**config.mk**
```make
export PLATFORM = sky130hd
export DESIGN_NAME = sha1_byte_stream_hasher_core
export DESIGN_NICKNAME = d
export VERILOG_FILES = /design/src/design/sha1_pkg.sv /design/src/design/sha1_ctrl.sv /design/src/design/sha1_datapath.sv /design/src/design/sha1_byte_stream_hasher_core.sv
export SDC_FILE = /design/constraint.sdc
export NUM_CORES = 2
export LEC_CHECK = 0
export ABC_AREA = 1
export BUFFER_PORTS_ARGS = -buffer_cell sky130_fd_sc_hd__buf_2
export CORE_MARGIN = 8
export CORE_UTILIZATION = 53
export DETAILED_ROUTE_END_ITERATION = 8
export PLACE_DENSITY = 0.69
export SYNTH_ARGS = -nofsm -noshare
export SYNTH_HDL_FRONTEND = slang
export SYNTH_HIERARCHICAL = 1
export SYNTH_SLANG_ARGS = --single-unit
```
**constraint.sdc**
```tcl
create_clock -name clk -period 45.2 [get_ports clk]
set_clock_uncertainty 0.1 [all_clocks]
set_input_delay 9.04 -clock clk [delete_from_list [all_inputs] [get_ports clk]]
set_output_delay 9.04 -clock clk [all_outputs]
set_load 0.005 [all_outputs]
```
**src/design/sha1_pkg.sv**
```systemverilog
// ----------------------------------------------------------------------------
// sha1_pkg
// Shared types, constants and round functions of the SHA-1 byte hasher.
// ----------------------------------------------------------------------------
package sha1_pkg;

  localparam int DigestWords = 5;
  localparam int BlockWords  = 16;
  localparam logic [6:0] LastRound = 7'd79;
  localparam logic [5:0] LastBytePos = 6'd63;
  localparam logic [5:0] LengthPos = 6'd56;

  localparam logic [31:0] InitHash [DigestWords] = '{
    32'h67452301, 32'hEFCDAB89, 32'h98BADCFE, 32'h10325476, 32'hC3D2E1F0
  };

  typedef enum logic [1:0] {
    SEL_DATA = 2'd0,
    SEL_PAD  = 2'd1,
    SEL_ZERO = 2'd2,
    SEL_LEN  = 2'd3
  } byte_sel_t;

  typedef struct packed {
    logic       push;
    byte_sel_t  byte_sel;
    logic       count_bits;
    logic       load_vars;
    logic       round_en;
    logic [6:0] round;
    logic       finalize;
    logic       emit;
  } cmd_t;

  typedef struct packed {
    logic [5:0] pos;
    logic       out_busy;
  } sts_t;

  function automatic logic [31:0] sha1_k(input logic [6:0] r);
    logic [31:0] k;
    if (r inside {[7'd0:7'd19]}) begin
      k = 32'h5A827999;
    end else if (r inside {[7'd20:7'd39]}) begin
      k = 32'h6ED9EBA1;
    end else if (r inside {[7'd40:7'd59]}) begin
      k = 32'h8F1BBCDC;
    end else begin
      k = 32'hCA62C1D6;
    end
    return k;
  endfunction

  function automatic logic [31:0] sha1_f(input logic [6:0] r, input logic [31:0] b,
                                         input logic [31:0] c, input logic [31:0] d);
    logic [31:0] f;
    if (r inside {[7'd0:7'd19]}) begin
      f = (b & c) | (~b & d);
    end else if (r inside {[7'd40:7'd59]}) begin
      f = (b & c) | (b & d) | (c & d);
    end else begin
      f = b ^ c ^ d;
    end
    return f;
  endfunction

endpackage

```
**src/design/sha1_ctrl.sv**
```systemverilog
// ----------------------------------------------------------------------------
// sha1_ctrl
// Controller: sequences byte intake, padding, compression rounds and digest
// hand-off, driving the datapath through a command struct.
// ----------------------------------------------------------------------------
module sha1_ctrl (
  input  logic            clk,
  input  logic            rst,
  input  logic            in_valid,
  output logic            in_ready,
  input  logic            last_byte,
  input  logic            empty_message,
  input  sha1_pkg::sts_t  sts,
  output sha1_pkg::cmd_t  cmd
);
  import sha1_pkg::*;

  typedef enum logic [4:0] {
    ST_IDLE     = 5'b00001,
    ST_PAD      = 5'b00010,
    ST_COMPRESS = 5'b00100,
    ST_FINAL    = 5'b01000,
    ST_DONE     = 5'b10000
  } state_t;

  state_t     state, state_next;
  logic [6:0] round_cnt, round_cnt_next;
  logic       sent80, sent80_next;
  logic       second, second_next;
  logic       pad_pending, pad_pending_next;
  logic       done_pending, done_pending_next;
  logic       is_len;

  assign in_ready = (state == ST_IDLE);
  assign is_len = sent80 && !second && (sts.pos >= LengthPos);

  always_comb begin
    state_next        = state;
    round_cnt_next    = round_cnt;
    sent80_next       = sent80;
    second_next       = second;
    pad_pending_next  = pad_pending;
    done_pending_next = done_pending;
    cmd               = '0;
    cmd.byte_sel      = SEL_DATA;
    cmd.round         = round_cnt;
    case (state)
      ST_IDLE: begin
        if (in_valid) begin
          sent80_next = 1'b0;
          second_next = 1'b0;
          if (empty_message) begin
            state_next = ST_PAD;
          end else begin
            cmd.push       = 1'b1;
            cmd.count_bits = 1'b1;
            if (sts.pos == LastBytePos) begin
              cmd.load_vars     = 1'b1;
              round_cnt_next    = '0;
              pad_pending_next  = last_byte;
              done_pending_next = 1'b0;
              state_next        = ST_COMPRESS;
            end else if (last_byte) begin
              state_next = ST_PAD;
            end
          end
        end
      end
      ST_PAD: begin
        cmd.push    = 1'b1;
        sent80_next = 1'b1;
        if (!sent80) begin
          cmd.byte_sel = SEL_PAD;
        end else if (is_len) begin
          cmd.byte_sel = SEL_LEN;
        end else begin
          cmd.byte_sel = SEL_ZERO;
        end
        if (sts.pos == LastBytePos) begin
          second_next       = 1'b0;
          cmd.load_vars     = 1'b1;
          round_cnt_next    = '0;
          done_pending_next = is_len;
          pad_pending_next  = !is_len;
          state_next        = ST_COMPRESS;
        end else if (!sent80) begin
          second_next = (sts.pos >= LengthPos);
        end
      end
      ST_COMPRESS: begin
        cmd.round_en = 1'b1;
        if (round_cnt == LastRound) begin
          state_next = ST_FINAL;
        end else begin
          round_cnt_next = round_cnt + 7'd1;
        end
      end
      ST_FINAL: begin
        cmd.finalize   = 1'b1;
        round_cnt_next = '0;
        if (done_pending) begin
          state_next = ST_DONE;
        end else if (pad_pending) begin
          state_next = ST_PAD;
        end else begin
          state_next = ST_IDLE;
        end
      end
      ST_DONE: begin
        if (!sts.out_busy) begin
          cmd.emit          = 1'b1;
          done_pending_next = 1'b0;
          pad_pending_next  = 1'b0;
          state_next        = ST_IDLE;
        end
      end
      default: begin
        state_next = ST_IDLE;
      end
    endcase
  end

  always_ff @(posedge clk) begin
    if (rst) begin
      state        <= ST_IDLE;
      round_cnt    <= '0;
      sent80       <= 1'b0;
      second       <= 1'b0;
      pad_pending  <= 1'b0;
      done_pending <= 1'b0;
    end else begin
      state        <= state_next;
      round_cnt    <= round_cnt_next;
      sent80       <= sent80_next;
      second       <= second_next;
      pad_pending  <= pad_pending_next;
      done_pending <= done_pending_next;
    end
  end

endmodule

```
**src/design/sha1_datapath.sv**
```systemverilog
// ----------------------------------------------------------------------------
// sha1_datapath
// Datapath: byte packing, rolling message schedule, round unit, chaining
// hash, bit count and the digest output buffer.
// ----------------------------------------------------------------------------
module sha1_datapath (
  input  logic            clk,
  input  logic            rst,
  input  sha1_pkg::cmd_t  cmd,
  output sha1_pkg::sts_t  sts,
  input  logic [7:0]      data_byte,
  output logic            out_valid,
  input  logic            out_ready,
  output logic [31:0]     digest_word,
  output logic [2:0]      word_index,
  output logic            last_word
);
  import sha1_pkg::*;

  logic [5:0]  pos;
  logic [63:0] bit_length;
  logic [23:0] acc;
  logic [31:0] sched [BlockWords];
  logic [31:0] hash_words [DigestWords];
  logic [31:0] vars [DigestWords];
  logic [31:0] obuf [DigestWords];
  logic [2:0]  out_cnt;

  logic [7:0]  byte_in;
  logic [5:0]  len_shift;
  logic [31:0] sched_new;
  logic [31:0] tmp;

  assign len_shift = {3'd7 - pos[2:0], 3'b000};

  always_comb begin
    case (cmd.byte_sel)
      SEL_DATA: byte_in = data_byte;
      SEL_PAD:  byte_in = 8'h80;
      SEL_ZERO: byte_in = 8'h00;
      SEL_LEN:  byte_in = 8'(bit_length >> len_shift);
      default:  byte_in = 8'h00;
    endcase
  end

  always_comb begin
    sched_new = sched[13] ^ sched[8] ^ sched[2] ^ sched[0];
    sched_new = {sched_new[30:0], sched_new[31]};
    tmp = {vars[0][26:0], vars[0][31:27]} + sha1_f(cmd.round, vars[1], vars[2], vars[3])
          + vars[4] + sha1_k(cmd.round) + sched[0];
  end

  assign sts.pos      = pos;
  assign sts.out_busy = out_valid;
  assign digest_word  = obuf[0];
  assign word_index   = out_cnt;
  assign last_word    = (out_cnt == 3'(DigestWords - 1));

  always_ff @(posedge clk) begin
    if (cmd.push) begin
      if (pos[1:0] == 2'd3) begin
        for (int i = 0; i < BlockWords - 1; i++) begin
          sched[i] <= sched[i + 1];
        end
        sched[BlockWords - 1] <= {acc, byte_in};
      end else begin
        acc <= {acc[15:0], byte_in};
      end
    end
    if (cmd.round_en) begin
      for (int i = 0; i < BlockWords - 1; i++) begin
        sched[i] <= sched[i + 1];
      end
      sched[BlockWords - 1] <= sched_new;
      vars[0] <= tmp;
      vars[1] <= vars[0];
      vars[2] <= {vars[1][1:0], vars[1][31:2]};
      vars[3] <= vars[2];
      vars[4] <= vars[3];
    end
    if (cmd.load_vars) begin
      for (int i = 0; i < DigestWords; i++) begin
        vars[i] <= hash_words[i];
      end
    end
    if (cmd.emit) begin
      for (int i = 0; i < DigestWords; i++) begin
        obuf[i] <= hash_words[i];
      end
    end else if (out_valid && out_ready) begin
      for (int i = 0; i < DigestWords - 1; i++) begin
        obuf[i] <= obuf[i + 1];
      end
    end
  end

  always_ff @(posedge clk) begin
    if (rst) begin
      pos        <= '0;
      bit_length <= '0;
      out_valid  <= 1'b0;
      out_cnt    <= '0;
      for (int i = 0; i < DigestWords; i++) begin
        hash_words[i] <= InitHash[i];
      end
    end else begin
      if (cmd.push) begin
        pos <= pos + 6'd1;
      end
      if (cmd.count_bits) begin
        bit_length <= bit_length + 64'd8;
      end
      if (cmd.finalize) begin
        for (int i = 0; i < DigestWords; i++) begin
          hash_words[i] <= hash_words[i] + vars[i];
        end
      end
      if (cmd.emit) begin
        pos        <= '0;
        bit_length <= '0;
        out_valid  <= 1'b1;
        out_cnt    <= '0;
        for (int i = 0; i < DigestWords; i++) begin
          hash_words[i] <= InitHash[i];
        end
      end else if (out_valid && out_ready) begin
        out_cnt <= out_cnt + 3'd1;
        if (out_cnt == 3'(DigestWords - 1)) begin
          out_valid <= 1'b0;
        end
      end
    end
  end

endmodule

```
**src/design/sha1_byte_stream_hasher_core.sv**
```systemverilog
// ----------------------------------------------------------------------------
// sha1_byte_stream_hasher_core
// SHA-1 hasher taking one message byte per beat and returning the digest as
// five 32-bit words, most significant first.
// ----------------------------------------------------------------------------
//  Channel  Direction  Handshake            Payload
//  in       sink       in_valid/in_ready    data_byte, last_byte, empty_message
//  out      source     out_valid/out_ready  digest_word, word_index, last_word
//
// A byte that fills a 64-byte block starts a compression: 80 rounds of the
// single round unit, then one chaining add.
// Ending a message pushes padding and length bytes one per cycle, runs one or
// two compressions and loads the digest buffer, which drains one word a cycle
// while out_ready is high. Reset is synchronous. Bytes are taken while the
// digest buffer drains; a finished digest waits until the buffer is empty.
module sha1_byte_stream_hasher_core (
  input  logic        clk,
  input  logic        rst,
  input  logic        in_valid,
  output logic        in_ready,
  input  logic [7:0]  data_byte,
  input  logic        last_byte,
  input  logic        empty_message,
  output logic        out_valid,
  input  logic        out_ready,
  output logic [31:0] digest_word,
  output logic [2:0]  word_index,
  output logic        last_word
);
  import sha1_pkg::*;

  cmd_t cmd;
  sts_t sts;

  sha1_ctrl u_ctrl (
    .clk           (clk),
    .rst           (rst),
    .in_valid      (in_valid),
    .in_ready      (in_ready),
    .last_byte     (last_byte),
    .empty_message (empty_message),
    .sts           (sts),
    .cmd           (cmd)
  );

  sha1_datapath u_datapath (
    .clk         (clk),
    .rst         (rst),
    .cmd         (cmd),
    .sts         (sts),
    .data_byte   (data_byte),
    .out_valid   (out_valid),
    .out_ready   (out_ready),
    .digest_word (digest_word),
    .word_index  (word_index),
    .last_word   (last_word)
  );

endmodule
```
==> impl_metrics.tcl <==
set metrics [dict create \
    hold_violations 0 \
    drv_cap 0 \
    p_seq_share_pct 51.4 \
    final_util_pct 58.4 \
    cts_max_level 3 \
    layout_commonest_cell "nand2_1" \
    routed_wl_um 180000 \
    fillers 9817 \
    path_cells "buf_2, nand2_2, o21ai_2, nand2_1, nand2_4, buf_12, buf_4, buf_4" \
    gp_congestion 0.994 \
    firstDrtPassIters 8 \
    register_area_um2 30600 \
    synth_edf_count 856 \
    synth_area_per_cell_um2 8.97 \
    whs_ns 0.304 \
    drt-initial-drc-count 4841 \
    postCtsSetupRepairBufs 0 \
    setup.worst_path.end_class "flip-flop" \
    hold_depth 0 \
    ys_ff_latch 1103 \
    rsz0062_at_grt "no" \
    globalRouteTotalUtil_pct 28.7 \
    crit_arrival_ns 13.00 \
    io_buffers 51 \
    clock_path_buffers 3 \
    critPathBufInv 4 \
    cp.required_ns 45.42 \
    postCtsHoldBufs 0 \
    tightest_slew_ns 1.36 \
    ant_nets 0 \
    cpLargestDelayFamily "buffers and inverters" \
    drv_slew 0 \
    hold_path_end "u_datapath/sched[1][118]$_DFFE_PP_" \
    p_switching_uw 500 \
    rr_endpoint "u_datapath/vars[0][19]$_DFFE_PP_" \
    boundaryPins 52 \
    numCtsBuffers 116 \
    synthArstFlopShare_pct 0 \
    yosysWarnings 6 \
    synthToLayoutAreaGrowth_pct 9.36 \
    drive_above_1_share_pct 6.76 \
    worstSetupPathType "in2reg" \
    ir_worst_vdd_v 0.0000445 \
    synth_area_um2 59000 \
    die_y_um 350 \
    clk_pin_slew_worst_paths_ns 0.06 \
    grt_max_degree 211 \
    post_drt_wl_per_cell_um 22.0 \
    cpPeakStageDelay_ns 0.88 \
    clock-root-buffer "clkbuf_16" \
    finalCritPeriodShare_pct 28.3 \
    crit_fanout 210 \
    fin_tns_setup_ns 0 \
    status "complete, no violations" \
    setup_viol 0 \
    max_freq_mhz 78.2 \
    die_w_um 350 \
    rr_startpoint "u_ctrl/round_cnt[5]$_SDFFE_PP0P_" \
    r2r_slack_ns 39.14 \
    pwr-share-comb_pct 4.6 \
    internal_power_mw 1.68 \
    post_cts_resized 0 \
    die-area_um2 122000 \
    power_frac_clock_pct 44.0 \
    syn_inst 6573 \
    crit_slowest_cell "buf_4" \
    vias 45800 \
    start_kind "primary input" \
    clock_latency_ns 0.75 \
    p_per_area_nw_per_um2 33.8 \
    hpwl_um 135000 \
    power_mw 2.18 \
    relSlewSlack_pct 8.51 \
    clock-sinks 1103 \
    ys.flop_type "edfxtp_1" \
    viasPerCell 5.60 \
    path_common_cell "buf_4" \
    period_minus_slack_ns 12.78 \
    drc 0 \
    cp.depth 8 \
    rows 122 \
    multi_input_area_um2 24100 \
    grt_pass1_vias 42200 \
    cts_tree "yes" \
    initial_core_util_pct 53.4 \
    power_leakage_nw 26.6 \
    worst-r2r-cell-count 19 \
    layout_common_cells "nand2_1, inv_1, edfxtp_1" \
    core_area_um2 111000 \
    synth.distinct_cells 53 \
    switching_share_pct 23.0 \
    final_nets 6940 \
    synth_nets 6909 \
    grt_pass1_wl_um 265000 \
    ys_seq_area_share_pct 52.0 \
    antenna_found_initial 3 \
    hold_class "reg2reg" \
    min_from "u_datapath/sched[1][150]$_DFFE_PP_" \
    grt_overflow_total 0 \
]
sequential cells by signal (all words and copies together) (netlist names):
name and cells:
u_ctrl/state 5, u_datapath/hash_words 160, u_datapath/acc 24, u_datapath/sched 512, u_datapath/pos 6, u_datapath/obuf 160
u_ctrl/pad_pending 1, u_ctrl/round_cnt 7, u_ctrl/second 1, u_ctrl/done_pending 1, u_datapath/vars 160, u_ctrl/sent80 1
u_datapath/bit_length 61, u_datapath/word_index 3, u_datapath/out_valid 1
cell families (layout without fill, tap and decap cells):
kind of cell,count (synthesis),in the layout,share of synthesized area (%)
DFF,1103,1103,52.0
xor gates and xnor gates,125,125,1.86
adders and majority gates,322,322,8.42
and+or+nand+nor,2964,2964,20.9
AOI/OAI and AO/OA,881,881,7.91
muxes,86,86,1.64
other,0,2,0
buffers and inverters,1092,1221,7.24
final cells by class:
type | count | area share [%]
Antenna cell | 2 | 0.00776
Clock buffer | 151 | 4.80
Clock inverter | 65 | 1.16
Inverter | 918 | 5.36
Multi-Input combinational cell | 4378 | 37.4
Sequential cell | 1103 | 47.5
Tap cell | 1488 | 2.89
Timing Repair Buffer | 87 | 0.834
how the worst max path moves through the flow:
| stage | from | endpoint | slack, ns |
|---|---|---|---|
| floorplan | in_valid | u_datapath/sched[0][0]$_DFFE_PP_ | 23.91 |
| global placement | in_valid | u_datapath/sched[0][15]$_DFFE_PP_ | 31.68 |
| detailed placement | in_valid | u_datapath/sched[0][16]$_DFFE_PP_ | 31.61 |
| CTS | in_valid | u_datapath/sched[0][14]$_DFFE_PP_ | 32.38 |
| global route | in_valid | u_datapath/sched[0][48]$_DFFE_PP_ | 32.08 |
| finish | in_valid | u_datapath/sched[0][14]$_DFFE_PP_ | 32.42 |
metrics by stage:
stage / instances / setup WS (ns) / cell area [um2]
after floorplan: 6573 / 23.91 / 59000
after global placement: 7974 / 31.68 / 60600
after detailed placement: 7974 / 31.61 / 60600
after CTS: 8190 / 32.38 / 64500
after global routing: 8190 / 32.08 / 64500
final: 8192 / 32.42 / 64500
cell usage after synthesis, types with 3 or more instances:
cell type  count  area share (%)
nand2_1     1849              12
inv_1        894             5.7
edfxtp_1     856              44
nor2_1       470             3.0
a21oi_1      401             3.4
nand3_1      361             3.1
o21ai_0      342             2.9
dfxtp_1      247             8.4
ha_1         197             4.2
fa_1         125             4.2
clkbuf_1      89            0.57
xnor2_1       87             1.3
mux2_2        86             1.6
nand4_1       81            0.86
nor3_1        69            0.59
o22ai_1       39            0.41
xor2_1        38            0.56
buf_2         36            0.31
buf_4         34            0.43
o21bai_1      32            0.41
or2_2         27            0.29
inv_2         23            0.15
and2_1        21            0.22
nand3b_1      19            0.24
o21ai_1       19            0.16
nor4_1        16            0.17
buf_1         15           0.095
nor2_2        12            0.13
o211ai_1      12            0.15
and3_1         8           0.085
o21a_1         8            0.10
a21o_1         7           0.089
nor2_4         7            0.13
nor3_2         7            0.12
a31oi_1        6           0.064
nand2_2        4           0.042
o2111ai_1      4           0.059
nor3_4         3           0.083
per-layer routing:
layer | vias to the layer above | share of wire [%] | global-route usage, %
li1 | 21700 | - | -
met1 | 21700 | 42 | 39.5
met2 | 1956 | 43 | 43.2
met3 | 437 | 8.8 | 5.47
met4 | 10 | 6.2 | 15.4
met5 | - | 0.038 | 0
power by group through the flow:
stage	logic [mW]	registers (mW)	clock network (mW)
floorplan	0.0696	1.14	0
global placement	0.0978	1.14	0
detailed placement	0.0984	1.14	0
CTS	0.0990	1.12	0.976
global route	0.110	1.12	1.01
finish	0.100	1.12	0.959
No activity file was read; power rests on OpenSTA's default activity.
